### src/rtl/idab_pkg.sv
// shared types and constants for the two-bitmap id allocator
// no dependencies; used by idab_map and id_allocator_two_bitmap_unit
package idab_pkg;

  localparam int ID_W      = 8;
  localparam int OP_W      = 3;
  localparam int CNT_W     = 9;
  localparam int CFG_IDX_W = 1;

  localparam int unsigned DEF_ID_SPACE = 256;

  localparam logic [ID_W-1:0] MIN_ID_RST = 8'd1;
  localparam logic [ID_W-1:0] MAX_ID_RST = 8'd255;

  typedef enum logic [OP_W-1:0] {
    OP_TAKE    = 3'd0,
    OP_RELEASE = 3'd1,
    OP_RESERVE = 3'd2,
    OP_MARK    = 3'd3,
    OP_CLEAR   = 3'd4
  } op_t;

  typedef enum logic [CFG_IDX_W-1:0] {
    CFG_MIN_ID = 1'b0,
    CFG_MAX_ID = 1'b1
  } cfg_idx_t;

  typedef enum logic [1:0] {
    ST_IDLE,
    ST_UPDATE,
    ST_SCAN,
    ST_COMMIT
  } state_t;

  // one map entry: both bitmaps side by side
  typedef struct packed {
    logic ever;
    logic in_use;
  } entry_t;

endpackage

### src/rtl/idab_map.sv
// bitmap store: one entry per id holding the ever-used and in-use bits
// one write port, one registered read port, per-entry valid flags for clear
// depends on idab_pkg
module idab_map #(
  parameter int unsigned DEPTH = 256,
  parameter int unsigned AW    = 8
) (
  input  logic                 clk,
  input  logic                 rst_n,
  input  logic                 clr,
  input  logic                 wr_en,
  input  logic [AW-1:0]        wr_addr,
  input  idab_pkg::entry_t     wr_data,
  input  logic [AW-1:0]        rd_addr,
  output idab_pkg::entry_t     rd_data
);

  idab_pkg::entry_t mem [DEPTH];
  logic [DEPTH-1:0] valid_r;
  idab_pkg::entry_t rd_q_r;
  logic             rd_vld_r;

  always_ff @(posedge clk) begin
    if (wr_en) begin
      mem[wr_addr] <= wr_data;
    end
    rd_q_r <= mem[rd_addr];
  end

  always_ff @(posedge clk) begin
    if (!rst_n || clr) begin
      valid_r  <= '0;
      rd_vld_r <= 1'b0;
    end else begin
      if (wr_en) begin
        valid_r[wr_addr] <= 1'b1;
      end
      rd_vld_r <= valid_r[rd_addr];
    end
  end

  // an entry never written since reset or clear reads as empty
  assign rd_data = rd_vld_r ? rd_q_r : '0;

endmodule

### src/rtl/id_allocator_two_bitmap_unit.sv
// round-robin id allocator with ever-used and in-use bitmaps
// depends on idab_pkg and idab_map
//
// Commands enter on start while busy is low; every command gives exactly one
// result, shown for a single cycle with out_valid high, and the receiver must
// take it then since it cannot stall the block. Clear, unused op codes, a take
// on an empty range and commands on an out-of-range id finish at once: the
// result appears the cycle after start. Release, reserve and mark used read the
// id's map entry and write it back, so busy is high for one cycle, the update
// state, and the result is registered from it. A take scans the id range from
// the rotating pointer, reading one map entry per cycle through the single
// bitmap read port; it stops early on the first never-used id and otherwise
// sweeps the whole range and takes the first id not in use. A take keeps busy
// high through the scan and, if it finds an id, the commit state; the result
// shows in the same cycle that busy drops. Clear empties both bitmaps at once
// through the map's valid flags, no sweep needed; there is no clearing pass
// after reset. min_id and max_id must be written through the cfg port only
// while no command is in flight; the block itself does not enforce this.
module id_allocator_two_bitmap_unit #(
  parameter int unsigned ID_SPACE = idab_pkg::DEF_ID_SPACE
) (
  input  logic                          clk,
  input  logic                          rst_n,
  // command channel
  input  logic                          start,
  output logic                          busy,
  input  logic [idab_pkg::OP_W-1:0]     in_op,
  input  logic [idab_pkg::ID_W-1:0]     in_id,
  // result channel
  output logic                          out_valid,
  output logic [idab_pkg::ID_W-1:0]     out_given_id,
  output logic                          out_ok,
  // configuration writes
  input  logic                          cfg_we,
  input  logic [idab_pkg::CFG_IDX_W-1:0] cfg_index,
  input  logic [idab_pkg::ID_W-1:0]     cfg_wdata
);

  // ids are 8 bits wide, so no more than 256 map entries are ever reachable
  localparam int unsigned ID_LIMIT  = 1 << idab_pkg::ID_W;
  localparam int unsigned MAP_DEPTH = (ID_SPACE < ID_LIMIT) ? ID_SPACE : ID_LIMIT;
  localparam int unsigned MAP_AW    = (MAP_DEPTH > 1) ? $clog2(MAP_DEPTH) : 1;

  localparam int ID_W  = idab_pkg::ID_W;
  localparam int CNT_W = idab_pkg::CNT_W;

  // id below the parameterized id space
  function automatic logic in_space(input logic [ID_W-1:0] v);
    in_space = (32'(v) < ID_SPACE);
  endfunction

  // control state
  idab_pkg::state_t    state_r, state_nxt;
  logic [ID_W-1:0]     min_r, max_r;
  logic [ID_W-1:0]     scan_start_r, scan_start_nxt;
  logic [CNT_W-1:0]    ever_cnt_r, ever_cnt_nxt;
  logic [CNT_W-1:0]    use_cnt_r, use_cnt_nxt;
  logic                q_vld_r, q_vld_nxt;
  logic                found_free_r, found_free_nxt;
  logic                out_valid_r, out_valid_nxt;

  // payload state
  idab_pkg::op_t       op_r, op_nxt;
  logic [ID_W-1:0]     id_r, id_nxt;
  logic [ID_W-1:0]     p_r, p_nxt;
  logic [CNT_W-1:0]    cnt_r, cnt_nxt;
  logic [CNT_W-1:0]    span_r, span_nxt;
  logic [ID_W-1:0]     q_addr_r, q_addr_nxt;
  logic [ID_W-1:0]     free_id_r, free_id_nxt;
  idab_pkg::entry_t    free_ent_r, free_ent_nxt;
  logic [ID_W-1:0]     tgt_r, tgt_nxt;
  idab_pkg::entry_t    tgt_ent_r, tgt_ent_nxt;
  logic [ID_W-1:0]     out_id_r, out_id_nxt;
  logic                out_ok_r, out_ok_nxt;

  // map port
  logic                map_clr;
  logic                map_we;
  logic [ID_W-1:0]     map_waddr;
  idab_pkg::entry_t    map_wdata;
  logic [ID_W-1:0]     map_raddr;
  idab_pkg::entry_t    rd_ent;

  // decode helpers
  logic                acc;
  idab_pkg::op_t       in_op_e;
  logic                range_empty;
  logic                in_id_ok;
  logic [CNT_W-1:0]    span_w;
  logic [ID_W-1:0]     start_ptr;
  logic [ID_W-1:0]     p_wrap;
  logic                q_elig, q_new, q_free;
  logic                issue, scan_done;

  assign acc         = start && (state_r == idab_pkg::ST_IDLE);
  assign busy        = (state_r != idab_pkg::ST_IDLE);
  assign in_op_e     = idab_pkg::op_t'(in_op);
  assign range_empty = (max_r < min_r);
  assign in_id_ok    = (in_id >= min_r) && (in_id <= max_r) && in_space(in_id);
  assign span_w      = {1'b0, max_r} - {1'b0, min_r} + CNT_W'(1);
  // a pointer left outside a changed range restarts at min_id
  assign start_ptr   = ((scan_start_r < min_r) || (scan_start_r > max_r)) ? min_r
                                                                          : scan_start_r;
  assign p_wrap      = (p_r >= max_r) ? min_r : (p_r + ID_W'(1));

  // scan pipeline: data for q_addr_r comes back in the cycle after the read
  assign q_elig    = q_vld_r && in_space(q_addr_r);
  assign q_new     = q_elig && !rd_ent.ever;
  assign q_free    = q_elig && !rd_ent.in_use;
  assign issue     = (state_r == idab_pkg::ST_SCAN) && (cnt_r != span_r) && !q_new;
  assign scan_done = (state_r == idab_pkg::ST_SCAN) && (cnt_r == span_r) && !q_vld_r;

  // read the command's id on the accept edge, scan addresses otherwise
  assign map_raddr = (state_r == idab_pkg::ST_IDLE) ? in_id : p_r;

  idab_map #(
    .DEPTH (MAP_DEPTH),
    .AW    (MAP_AW)
  ) u_map (
    .clk     (clk),
    .rst_n   (rst_n),
    .clr     (map_clr),
    .wr_en   (map_we),
    .wr_addr (map_waddr[MAP_AW-1:0]),
    .wr_data (map_wdata),
    .rd_addr (map_raddr[MAP_AW-1:0]),
    .rd_data (rd_ent)
  );

  // next state
  always_comb begin
    state_nxt = state_r;
    unique case (state_r)
      idab_pkg::ST_IDLE: begin
        if (acc) begin
          unique case (in_op_e)
            idab_pkg::OP_TAKE: begin
              if (!range_empty) begin
                state_nxt = idab_pkg::ST_SCAN;
              end
            end
            idab_pkg::OP_RELEASE,
            idab_pkg::OP_RESERVE,
            idab_pkg::OP_MARK: begin
              if (in_id_ok) begin
                state_nxt = idab_pkg::ST_UPDATE;
              end
            end
            default: state_nxt = idab_pkg::ST_IDLE;
          endcase
        end
      end
      idab_pkg::ST_UPDATE: state_nxt = idab_pkg::ST_IDLE;
      idab_pkg::ST_SCAN: begin
        if (q_new) begin
          state_nxt = idab_pkg::ST_COMMIT;
        end else if (scan_done) begin
          state_nxt = found_free_r ? idab_pkg::ST_COMMIT : idab_pkg::ST_IDLE;
        end
      end
      idab_pkg::ST_COMMIT: state_nxt = idab_pkg::ST_IDLE;
      default: state_nxt = idab_pkg::ST_IDLE;
    endcase
  end

  // datapath and outputs
  always_comb begin
    scan_start_nxt = scan_start_r;
    ever_cnt_nxt   = ever_cnt_r;
    use_cnt_nxt    = use_cnt_r;
    q_vld_nxt      = 1'b0;
    found_free_nxt = found_free_r;
    op_nxt         = op_r;
    id_nxt         = id_r;
    p_nxt          = p_r;
    cnt_nxt        = cnt_r;
    span_nxt       = span_r;
    q_addr_nxt     = q_addr_r;
    free_id_nxt    = free_id_r;
    free_ent_nxt   = free_ent_r;
    tgt_nxt        = tgt_r;
    tgt_ent_nxt    = tgt_ent_r;
    out_valid_nxt  = 1'b0;
    out_id_nxt     = '0;
    out_ok_nxt     = 1'b0;
    map_clr        = 1'b0;
    map_we         = 1'b0;
    map_waddr      = id_r;
    map_wdata      = '0;

    unique case (state_r)
      idab_pkg::ST_IDLE: begin
        if (acc) begin
          op_nxt = in_op_e;
          id_nxt = in_id;
          unique case (in_op_e)
            idab_pkg::OP_TAKE: begin
              if (range_empty) begin
                out_valid_nxt = 1'b1;
              end else begin
                scan_start_nxt = start_ptr;
                p_nxt          = start_ptr;
                cnt_nxt        = '0;
                span_nxt       = span_w;
                found_free_nxt = 1'b0;
              end
            end
            idab_pkg::OP_RELEASE,
            idab_pkg::OP_RESERVE,
            idab_pkg::OP_MARK: begin
              // in-range ids finish in the update state
              if (!in_id_ok) begin
                out_valid_nxt = 1'b1;
              end
            end
            idab_pkg::OP_CLEAR: begin
              map_clr        = 1'b1;
              ever_cnt_nxt   = '0;
              use_cnt_nxt    = '0;
              scan_start_nxt = min_r;
              out_valid_nxt  = 1'b1;
              out_ok_nxt     = 1'b1;
            end
            default: begin
              out_valid_nxt = 1'b1;
            end
          endcase
        end
      end

      idab_pkg::ST_UPDATE: begin
        // rd_ent holds the entry of id_r, read on the accept edge
        map_we        = 1'b1;
        map_waddr     = id_r;
        out_valid_nxt = 1'b1;
        out_ok_nxt    = 1'b1;
        unique case (op_r)
          idab_pkg::OP_RELEASE: begin
            map_wdata = '{ever: rd_ent.ever, in_use: 1'b0};
            if (rd_ent.in_use) begin
              use_cnt_nxt = use_cnt_r - CNT_W'(1);
            end
          end
          idab_pkg::OP_RESERVE: begin
            map_wdata = '{ever: 1'b1, in_use: 1'b1};
            if (!rd_ent.in_use) begin
              use_cnt_nxt = use_cnt_r + CNT_W'(1);
            end
            if (!rd_ent.ever) begin
              ever_cnt_nxt = ever_cnt_r + CNT_W'(1);
            end
          end
          default: begin
            // mark used
            map_wdata = '{ever: 1'b1, in_use: rd_ent.in_use};
            if (!rd_ent.ever) begin
              ever_cnt_nxt = ever_cnt_r + CNT_W'(1);
            end
          end
        endcase
      end

      idab_pkg::ST_SCAN: begin
        if (issue) begin
          p_nxt      = p_wrap;
          cnt_nxt    = cnt_r + CNT_W'(1);
          q_vld_nxt  = 1'b1;
          q_addr_nxt = p_r;
        end
        // remember the first id not in use as the fallback
        if (q_free && !found_free_r) begin
          found_free_nxt = 1'b1;
          free_id_nxt    = q_addr_r;
          free_ent_nxt   = rd_ent;
        end
        if (q_new) begin
          tgt_nxt     = q_addr_r;
          tgt_ent_nxt = rd_ent;
        end else if (scan_done) begin
          if (found_free_r) begin
            tgt_nxt     = free_id_r;
            tgt_ent_nxt = free_ent_r;
          end else begin
            // nothing free
            out_valid_nxt = 1'b1;
          end
        end
      end

      idab_pkg::ST_COMMIT: begin
        map_we         = 1'b1;
        map_waddr      = tgt_r;
        map_wdata      = '{ever: 1'b1, in_use: 1'b1};
        scan_start_nxt = tgt_r;
        if (!tgt_ent_r.in_use) begin
          use_cnt_nxt = use_cnt_r + CNT_W'(1);
        end
        if (!tgt_ent_r.ever) begin
          ever_cnt_nxt = ever_cnt_r + CNT_W'(1);
        end
        out_valid_nxt = 1'b1;
        out_id_nxt    = tgt_r;
        out_ok_nxt    = 1'b1;
      end

      default: begin
        out_valid_nxt = 1'b0;
      end
    endcase
  end

  // control registers
  always_ff @(posedge clk) begin
    if (!rst_n) begin
      state_r      <= idab_pkg::ST_IDLE;
      min_r        <= idab_pkg::MIN_ID_RST;
      max_r        <= idab_pkg::MAX_ID_RST;
      scan_start_r <= idab_pkg::MIN_ID_RST;
      ever_cnt_r   <= '0;
      use_cnt_r    <= '0;
      q_vld_r      <= 1'b0;
      found_free_r <= 1'b0;
      out_valid_r  <= 1'b0;
    end else begin
      state_r      <= state_nxt;
      scan_start_r <= scan_start_nxt;
      ever_cnt_r   <= ever_cnt_nxt;
      use_cnt_r    <= use_cnt_nxt;
      q_vld_r      <= q_vld_nxt;
      found_free_r <= found_free_nxt;
      out_valid_r  <= out_valid_nxt;
      if (cfg_we) begin
        unique case (idab_pkg::cfg_idx_t'(cfg_index))
          idab_pkg::CFG_MIN_ID: min_r <= cfg_wdata;
          idab_pkg::CFG_MAX_ID: max_r <= cfg_wdata;
          default:              min_r <= min_r;
        endcase
      end
    end
  end

  // payload registers
  always_ff @(posedge clk) begin
    op_r       <= op_nxt;
    id_r       <= id_nxt;
    p_r        <= p_nxt;
    cnt_r      <= cnt_nxt;
    span_r     <= span_nxt;
    q_addr_r   <= q_addr_nxt;
    free_id_r  <= free_id_nxt;
    free_ent_r <= free_ent_nxt;
    tgt_r      <= tgt_nxt;
    tgt_ent_r  <= tgt_ent_nxt;
    out_id_r   <= out_id_nxt;
    out_ok_r   <= out_ok_nxt;
  end

  assign out_valid    = out_valid_r;
  assign out_given_id = out_id_r;
  assign out_ok       = out_ok_r;

  // every id in use was also marked ever used
  a_count_order: assert property (@(posedge clk) disable iff (!rst_n)
    use_cnt_r <= ever_cnt_r)
    else $error("in-use count above ever-used count");

  // a result only follows an accepted item or work in flight
  a_result_cause: assert property (@(posedge clk) disable iff (!rst_n)
    out_valid_r |-> $past(acc || (state_r != idab_pkg::ST_IDLE)))
    else $error("result without a command");

  // a handed-out id lies inside the configured range
  a_given_range: assert property (@(posedge clk) disable iff (!rst_n)
    (out_valid_r && (out_id_r != '0)) |-> ((out_id_r >= min_r) && (out_id_r <= max_r)))
    else $error("given id outside range");

  // the scan never issues more reads than the range holds
  a_scan_bound: assert property (@(posedge clk) disable iff (!rst_n)
    (state_r == idab_pkg::ST_SCAN) |-> (cnt_r <= span_r))
    else $error("scan count past span");

endmodule
### config.mk
export PLATFORM = sky130hd
export DESIGN_NAME = id_allocator_two_bitmap_unit
export DESIGN_NICKNAME = d
export VERILOG_FILES = /design/src/rtl/idab_pkg.sv /design/src/rtl/idab_map.sv /design/src/rtl/id_allocator_two_bitmap_unit.sv
export SDC_FILE = /design/constraint.sdc
export NUM_CORES = 1
export LEC_CHECK = 0
export BUFFER_PORTS_ARGS = -buffer_cell sky130_fd_sc_hd__buf_2
export CAP_MARGIN = 30
export CORE_UTILIZATION = 30
export CTS_BUF_LIST = sky130_fd_sc_hd__clkbuf_8
export DETAILED_ROUTE_END_ITERATION = 10
export MAX_ROUTING_LAYER = met4
export PLACE_DENSITY = 0.43
export SYNTH_ARGS = -nofsm -noshare
export SYNTH_HDL_FRONTEND = slang
export SYNTH_HIERARCHICAL = 1
export SYNTH_SLANG_ARGS = --single-unit
### constraint.sdc
create_clock -name clk -period 7.2 [get_ports clk]
set_clock_uncertainty 0.15 [all_clocks]
set_input_delay 0.36 -clock clk [delete_from_list [all_inputs] [get_ports clk]]
set_output_delay 0.36 -clock clk [all_outputs]
set_load 0.01 [all_outputs]
Yosys cells after proc, flatten, opt, wreduce, memory -nomap -nowiden:

Memory sizes are Yosys's and may differ from the RTL's. A register that Yosys moved wholly into a read port is not among the register bits.
Cells that the tools add are included.

* register bits after elaboration: 356
* bits in writable memories: 512
* logic and storage cells: 151
* memories kept: 1

Memory list
* u_map.mem: words 256, width 2, read ports 1, clocked after memory_dff 1, wr ports 1, RTL line idab_map.sv:18 `idab_pkg::entry_t mem [DEPTH];`

* add/subtract/negate cells: 4
* $lt $le $gt $ge: 9
* equality and inequality tests: 20
* mux-type cells: 56
* bitwise operators: 3
* reductions and logical operators: 39

Operators by type and width (number)
* OR 256 bit: 1
* 2-to-1 mux 8 bit: 12
* case mux 8 bit (2 select lines): 3
* 2-to-1 mux 9 bit: 4
* 2-to-1 mux 1 bit: 19
* adder 9 x 1 -> 9 bit (second input constant): 2
* < comparator 8 x 9 -> 1 bit (second input constant): 2
* case mux 9 bit (2 select lines): 1
* greater-or-equal comparator 8 bit: 2
* < comparator 8 bit: 2
* 2-to-1 mux 2 bit: 7
* case mux 2 bit (2 select lines): 3
* AND reduction 2 bit: 6
* AND reduction 4 bit: 3
* logical AND 1 bit: 10
* AND reduction 5 bit: 2
* nonzero test 2 bit: 5
* == test 3 x 2 -> 1 bit (second input constant): 3
* == test 9 bit: 1
* != test 3 bit (second input constant): 3
* != test 9 bit: 1
* subtractor 8 x 8 -> 9 bit: 1
* adder 8 x 1 -> 8 bit (second input constant): 1
* binary-select mux 1 bit (select 8 bit): 1
* 22 further kinds: 36

Depth between registers and ports, before layout:

Gate-level depths: netlist of run 1.

* word-level depth: 7
* mapped depth: 16
* mapped depth without buffers: 12

Cells and area by module:

The synthesis of run 1 kept the hierarchy.

By module, submodules not included
* idab_map: times used 1, cells an instance 1880, area each 30027.5 um2
* id_allocator_two_bitmap_unit: times used 1, cells an instance 558, area each 5933.2 um2

Worst setup path before layout of run 1:

Ideal clock, no wire load.

* kind: reg-to-reg
* from: register state_r[0]
* to: memory u_map/mem[0][1] in the netlist's numbering (data pin)
* setup time: 0.903 ns
* data arrival time: 4.715 ns
* required time: 6.147 ns
* path slack: 1.432 ns
* cell stages (with the launch flop): 6
* clock period less this slack: 5.768 ns
* cell sequence: dfxtp_1 > ha_1 > clkbuf_1 > clkbuf_1 > clkbuf_1 > nand2b_1

RTL lines
* from (decl): RTL line id_allocator_two_bitmap_unit.sv:53 `idab_pkg::state_t state_r, state_nxt;`
* from (signal assigned): RTL line id_allocator_two_bitmap_unit.sv:315 `state_r <= idab_pkg::ST_IDLE;`
* from (signal assigned): RTL line id_allocator_two_bitmap_unit.sv:325 `state_r <= state_nxt;`
* to (decl): RTL line idab_map.sv:18

Final worst setup path of run 1:

* from: register state_r[0]
* to: register u_map.rd_vld_r

* elaborated cells on any way between the ends: 8
* those cells by class: 5 x mux; 3 x reduce/logical

RTL lines
* zero test 2 bit
* 2-to-1 mux 8 bit: RTL line id_allocator_two_bitmap_unit.sv:114 `assign map_raddr = (state_r == idab_pkg::ST_IDLE) ? in_id : p_r;`
* named net map_raddr[1]: RTL line id_allocator_two_bitmap_unit.sv:81 `logic [ID_W-1:0] map_raddr;`
* binary-select mux 1 bit (select 8 bit): RTL line idab_map.sv:38 `rd_vld_r <= valid_r[rd_addr];`
* 2-to-1 mux 1 bit (implied by the code): RTL line idab_map.sv:38
* to (signal assigned): RTL line idab_map.sv:38
* to (decl): RTL line idab_map.sv:21 `logic rd_vld_r;`

The timed path passes the listed nets, and every way through them passes these cells. The select of a mux whose other input is x is not followed.
A chain may end at the register's enable or synchronous reset.

==> key figures, run 1 <==
Outcome
  – Status: finished clean

Worst setup path
  – Worst setup SP type: register
  – Cell family with most CP delay: compound AO/OA/AOI/OAI gates
  – Reg2Reg Depth: 10
  – CP cell instances: inv_1, ha_1, mux2_8, buf_12, nand2b_1, o221ai_1, o22ai_1, a211oi_1, o311ai_0, o32ai_1
  – Crit path max-delay cell type: mux2_8
  – Worst endpoint data arrival time: around 5.7 ns
  – Reg2reg start: state_r[0]$_SDFFE_PN0P_
  – Reg2Reg Setup Slack: 2.04 ns
  – Largest stage delay, worst path: 0.86 ns
  – CP Capture Type: register
  – CP Class: register to register
  – Worst setup path start: state_r[0]$_SDFFE_PN0P_
  – Reg-to-Reg End: u_map/rd_vld_r$_SDFF_PP0_
  – Worst Setup EP: u_map/rd_vld_r$_SDFF_PP0_
  – Worst path depth: 10
  – WP data required: 7.72 ns
  – Critical-path maximum fanout: 99
  – Worst path bufs/invs: 2

Finish
  – Register Area: 23200 sq um
  – Area growth syn-to-layout: 15.6%
  – Filler instances: 11.4k
  – Final core occ: 35.1%
  – Area of the multi-input gates: 12100 sq um
  – Final net count: 2645
  – Share of cells above drive strength 1: 20.6%

Clocking
  – # Post-CTS Setup Buffers: 0
  – Clk root buf: clkbuf_8
  – Clk slew on worst S/H paths: 0.06 ns
  – H-tree level count: 4
  – CTS sink count: 870
  – CTS tree: yes
  – Worst-skew pair later-pin latency: 0.83 ns
  – Max clock buf depth: 3
  – CTS Buf Count: 152

Global routing
  – GRT Resource Usage Total: 17.8%
  – First-pass GRT wire length: approximately 150000 um
  – Antenna violations before repair: 4
  – Vias in the first global route: 22.4k
  – Grt ovf: 0
  – Largest net degree at the start of global routing: 100

Floorplan
  – IO Pins: 35
  – Site Rows: 126
  – Die width: around 350 um
  – Initial cell density of the core: 30.4%
  – Area of the die: around 120000 sq um
  – Die height: 348 um
  – Core Box Area: 118000 sq um

Yosys
  – Number of synthesized flops with an enable pin: 573
  – Library cells used by synthesis: between 70 and 80
  – Commonest cells in the netlist: edfxtp_1, dfxtp_1, nor2_1, o21a_1, mux4_2
  – Syn_nets: 2528
  – Yosys warns: 6
  – Share of Yosys cell area claimed by the top area cell type: a little under half
  – Top_reg_cell synth: edfxtp_1
  – Synth Register Bits: 870
  – Syn_area_per_cell: 14.8 sq um
  – Most frequent cell after synthesis: edfxtp_1
  – Syn Std Cell Area: 36000 sq um
  – Post-Syn Instances: between 2k and 2.5k
  – Post-synthesis sequential area ratio: 64.4%
  – Synth async-reset ratio: 0%
  – Leading post-synthesis cells by cell area: edfxtp_1, dfxtp_1, mux4_2, o21a_1, nor2_1
  – Leading area contributor after synthesis: edfxtp_1

Drt
  – Via count: roughly 22k
  – Initial drt markers: 1721
  – Avg WL per Cell: between 20 and 25 um
  – # DRC: 0
  – Post-route ant nets: 0
  – Vias/cell: 5.06
  – TritonRoute pass-1 iters: 5
  – Routed wire length: 105000 um

STA
  – Final Hold Fails: 0
  – Final setup margin: 2.04 ns
  – # setup viols final: 0
  – Least-Margin Pin Slew: 1.02 ns
  – RSZ-0062 raised after global routing: no
  – Final Cycle Share: ~72%
  – Setup TNS: 0 ns
  – Final worst path period need: around 5.2 ns
  – Slew Viols, Final: 0
  – Worst rel slew slack: 31.8%
  – Fmax: 194 MHz

Pwr
  – Pwr dens: roughly 350 nW/um^2
  – Cell leakage power: 14.0 nW
  – Final Power: ~0.014 W
  – Peak supply drop: 0.000252 V

Flow run
  – Max-cap violations: 0

Place
  – I/O Buffers: 34
  – Routability congestion estimate: 0.823
  – Dpl ws: 2.11 ns
  – DP HPWL: 67300 um

Hold path
  – HP Start: cfg_wdata[1]
  – Hold WC Path Type: primary input to register
## sequential cells by signal (all words and copies together), names as in the netlist, 2 cells and up
register       flops
q_addr_r           8
scan_start_r       8
min_r              8
u_map/rd_q_r       2
u_map/valid_r    256
cnt_r              9
span_r             9
tgt_r              8
out_given_id       8
state_r            2
free_id_r          8
p_r                8
max_r              8
op_r               3
id_r               8
u_map/mem        512
## report_power, final
| part | leakage [nW] | switching (W) | internal (W) |
|---|---|---|---|
| clock | 1.80 | 0.00210 | 0.00247 |
| combinational | 4.52 | 0.00250 | 0.00146 |
| sequential | 7.67 | 0.0000873 | 0.00576 |
| total | 14.0 | 0.00469 | 0.00969 |
## cells in the final DEF, fill, tap and decap left out, types with 19 or more instances in the layout
master,Yosys,final
edfxtp_1,573,573
dfxtp_1,297,297
nor2_1,294,293
o21a_1,259,259
mux4_2,185,185
clkbuf_8,0,180
inv_1,38,93
nand2_1,98,92
a22oi_1,70,70
a21oi_1,63,63
ha_1,62,62
dlygate4sd3_1,0,36
nor2b_1,37,34
buf_2,14,34
buf_4,6,27
mux2i_1,21,21
clkinv_2,0,20
nand3_1,23,19
and2_1,20,19
## cell type report
type,instances,area share (%)
flip-flops and latches,870,55.7
multi-input cells,1380,29.0
clock buffers,180,5.96
well taps,1600,4.82
repair buffers,113,2.64
clock inverters,104,1.50
inverters,38,0.343
diodes,3,0.0181
## cell families after synthesis
group                      after synthesis  share of synthesized area [%]
muxes                                  224                           12.7
xor gates and xnor gates                25                          0.609
AOI/OAI and AO/OA                      515                           10.7
DFF                                    870                           64.4
adders and majority gates               66                           2.38
buffers and inverters                  188                           2.35
and+or+nand+nor                        550                           6.86
## per-layer routing
metal / track usage (%) / vias up / share of wire, %
li1: - / 9599 / -
met1: 23.1 / 11343 / 45
met2: 27.6 / 599 / 47
met3: 3.73 / 171 / 5.6
met4: 6.22 / 0 / 2.9
met5: - / - / 0
## per-stage QoR
stage	hold WS [ns]	cell area [sq um]	instances
final	0.195	41600	4288
after global routing	0.166	41600	4288
after CTS	0.0945	41500	4284
after detailed placement	0.298	38100	3964
after global placement	0.291	37800	3952
after floorplan	0.276	36000	2438
## worst min path at each step
| stage | endpoint | slack, ns | cells past startpoint |
|---|---|---|---|
| finish | max_r[1]$_SDFFE_PN1P_ | 0.19 | 4 |
| global route | min_r[4]$_SDFFE_PN0P_ | 0.17 | 4 |
| CTS | max_r[1]$_SDFFE_PN1P_ | 0.09 | 4 |
| detailed placement | u_map/valid_r[62]$_SDFFE_PP0P_ | 0.30 | 1 |
| global placement | u_map/valid_r[39]$_SDFFE_PP0P_ | 0.29 | 1 |
| floorplan | free_id_r[0]$_DFFE_PP_ | 0.28 | 0 |
## worst register-to-register path, stage by stage, from the launching register on
cell and delay (ns):
dfxtp_1 0.34, inv_1 0.10, ha_1 0.62, mux2_8 0.86, buf_12 0.54, nand2b_1 0.62, o221ai_1 0.32, o22ai_1 0.25
a211oi_1 0.13, o311ai_0 0.86, o32ai_1 0.20
## timing repair
action	CTS	global route
hold endpoints to repair	39	0
resized for setup	0	0
hold buffers	36	0
(Power assumes the default switching activity.)
==> run 2: changes to the inputs <==
Clock period 7.2 ns to 5.2 ns, I/O delays scaled along.
==> run 2 against run 1 <==
  * Non-clock buffer count is 7 higher
  * Sequential share of layout area is 0.26 points higher
  * Core utilization is 0.16 points lower
  * Die area stayed put
  * Sequential cell count stayed put
  * Combinational power is 40% higher
  * Critical path depth stayed put
==> key figures, run 2 (synthesized netlist as in run 1, its figures left out) <==
Clocking
  – CTS Buf Count: 152 (unchanged)
  – Clk slew on worst S/H paths: 0.06 ns (about the same)
  – CTS tree: yes
  – Max clock buf depth: 3 (unchanged)
  – CTS sink count: 870 (unchanged)
  – Worst-skew pair later-pin latency: 0.82 ns (about the same)
  – H-tree level count: 4 (unchanged)
  – # Post-CTS Setup Buffers: 0 (unchanged)
  – Clk root buf: clkbuf_8

Worst setup path
  – Worst setup SP type: register
  – Worst endpoint data arrival time: 5.02 ns (-0.65 ns)
  – Worst Setup EP: u_map/rd_q_r[1]$_DFF_P_
  – Worst setup path start: state_r[0]$_SDFFE_PN0P_
  – Reg-to-Reg End: u_map/rd_q_r[1]$_DFF_P_
  – Reg2Reg Setup Slack: 0.72 ns (-1.33 ns)
  – CP Class: register to register
  – Critical-path maximum fanout: 77 (-22%)
  – WP data required: 5.74 ns (-1.98 ns)
  – CP Capture Type: register
  – Reg2Reg Depth: 10 (unchanged)
  – Reg2reg start: state_r[0]$_SDFFE_PN0P_

Finish
  – Max FFs per register: 512 (unchanged)
  – Filler instances: 11.4k (+0.62%)
  – Final core occ: 34.9% (-0.16 points)
  – Commonest cells after routing, fill and taps aside: edfxtp_1, dfxtp_1, nor2_1
  – Share of cells above drive strength 1: 20.2% (-0.38 points)
  – Final net count: 2652 (+0.26%)
  – Area growth syn-to-layout: 15.1%
  – Largest Register: u_map/mem
  – Most common cell after layout, fill and taps aside: edfxtp_1
  – Largest regs: u_map/mem (512), u_map/valid_r (256)

Pwr
  – Combinational power share: 28.2% (+0.6 points)
  – Sequential Power Share: 41.1% (+0.4 points)
  – Peak supply drop: 0.000270 V (+7.0%)
  – Sw Share: 32.4% (-0.14 points)
  – Pwr dens: 477 nW/um^2 (+38%)
  – Cell leakage power: 14.0 nW (-0.22%)
  – NetSw: 0.00640 W (+37%)
  – Clock network power share: 30.8% (-1.0 points)
  – Cell Int Power: 0.0133 W (+37%)

Floorplan
  – Die height: 348 um (unchanged)
  – Site Rows: 126 (unchanged)
  – IO Pins: 35 (unchanged)
  – Die width: 348 um (unchanged)
  – Core Box Area: 118000 sq um (unchanged)
  – Initial cell density of the core: 30.4% (unchanged)
  – Area of the die: 121000 sq um (unchanged)

Drt
  – Avg WL per Cell: 24.7 um (+0.88%)
  – Initial drt markers: 1827 (+6.2%)
  – Routed wire length: 106000 um (+0.99%)
  – TritonRoute pass-1 iters: 5 (unchanged)
  – Post-route ant nets: 0 (unchanged)
  – # DRC: 0 (unchanged)
  – Via count: 21.7k (-0.046%)
  – Vias/cell: 5.06 (-0.16%)

Global routing
  – Largest net degree at the start of global routing: 200 (+100%)
  – GRT Resource Usage Total: 18.1% (+0.31 points)
  – Vias in the first global route: 22.9k (+2.0%)
  – Antenna violations before repair: 4 (unchanged)
  – First-pass GRT wire length: 156000 um (+2.1%)
  – Grt ovf: 0 (unchanged)

Outcome
  – Status: finished clean

STA
  – RSZ-0062 raised after global routing: no
  – Fmax: 223 MHz (+15%)
  – Final worst path period need: 4.48 ns (-0.675 ns)
  – Setup TNS: 0 ns (unchanged)
  – Final Cycle Share: 86.2% (+15 points)
  – # setup viols final: 0 (unchanged)
  – Least-Margin Pin Slew: 1.01 ns (-0.00862 ns)
  – Final Hold Fails: 0 (unchanged)
  – Worst rel slew slack: 32.4% (+0.57 points)
  – Slew Viols, Final: 0 (unchanged)

Place
  – DP HPWL: 66600 um (-0.96%)
  – I/O Buffers: 34 (unchanged)
  – Routability congestion estimate: 0.801 (-2.6%)

Flow run
  – Max-cap violations: 0 (unchanged)

Hold path
  – Hold WC Path Type: primary input to register
run 2: changes by cell type in the layout (fill, tap and decap cells not counted), sizes merged:
cell         change
dlygate4sd3      -3
diode            -1
inv             +13
clkinvlp         -1
buf             +10
bufinv           -2
clkinv           -7
clkbuf           -4
run 2: cell type report:
| cell class | count | area [sq um] | area share, % |
|---|---|---|---|
| clock inverters | 107 | 537 | 1.30 |
| inverters | 38 | 143 | 0.345 |
| multi-input cells | 1380 | 12000 | 29.1 |
| repair buffers | 120 | 1070 | 2.58 |
| clock buffers | 176 | 2420 | 5.85 |
| well taps | 1600 | 2000 | 4.84 |
| flip-flops and latches | 870 | 23200 | 56.0 |
| diodes | 2 | 5.00 | 0.0121 |
run 2: per-layer routing:
metal,global-route usage (%),vias to the layer above,wire [um]
met1,23.6,11230,46500
met3,3.79,181,6770
met5,-,-,0
met4,6.81,0,3380
met2,27.7,665,49300
li1,-,9626,-
run 2: repair_timing:
item	in CTS	in global routing
gates resized for setup	0	0
hold buffers	33	0
hold endpoints to repair	49	0
run 2: metrics by stage:
stage / setup slack, ns / cell area (sq um) / total power (W) / std cells / hold WS (ns)
2_1_floorplan: 0.135 / 36000 / 0.0120 / 2438 / 0.209
3_3_place_gp: 0.845 / 38000 / 0.0138 / 3972 / 0.291
4_1_cts: 0.779 / 41300 / 0.0200 / 4290 / 0.00121
6_report: 0.717 / 41400 / 0.0197 / 4293 / 0.101
5_1_grt: 0.520 / 41400 / 0.0207 / 4292 / 0.0645
3_5_place_dp: 0.778 / 38100 / 0.0138 / 3974 / 0.299
run 2: worst min-delay path by stage:
stage                                 endpoint  slack, ns                            start  depth (start not counted)
5_1_grt                  max_r[5]$_SDFFE_PN1P_       0.06                     cfg_wdata[5]                          4
6_report                 max_r[1]$_SDFFE_PN1P_       0.10                     cfg_wdata[1]                          4
4_1_cts                  max_r[1]$_SDFFE_PN1P_      0.001                     cfg_wdata[1]                          4
3_3_place_gp    u_map/valid_r[37]$_SDFFE_PP0P_       0.29   u_map/valid_r[37]$_SDFFE_PP0P_                          1
2_1_floorplan                id_r[0]$_DFFE_PP_       0.21                         in_id[0]                          0
3_5_place_dp   u_map/valid_r[215]$_SDFFE_PP0P_       0.30  u_map/valid_r[215]$_SDFFE_PP0P_                          1
run 2: critical path: stages (launching register included):
cell     delay, ns
dfxtp_1       0.34
inv_1         0.09
ha_1          0.67
mux2_8        0.82
buf_4         0.44
mux4_2        0.37
a22oi_1       0.21
a21oi_1       0.21
nor4_1        0.35
o22ai_1       0.21
or3_1         0.40
run 2: power by group through the flow:
stage	clock network (W)	logic (W)	registers, W
CTS	0.00627	0.00562	0.00810
detailed placement	0	0.00559	0.00825
global placement	0	0.00552	0.00825
global route	0.00658	0.00596	0.00811
floorplan	0	0.00377	0.00826
finish	0.00607	0.00555	0.00810
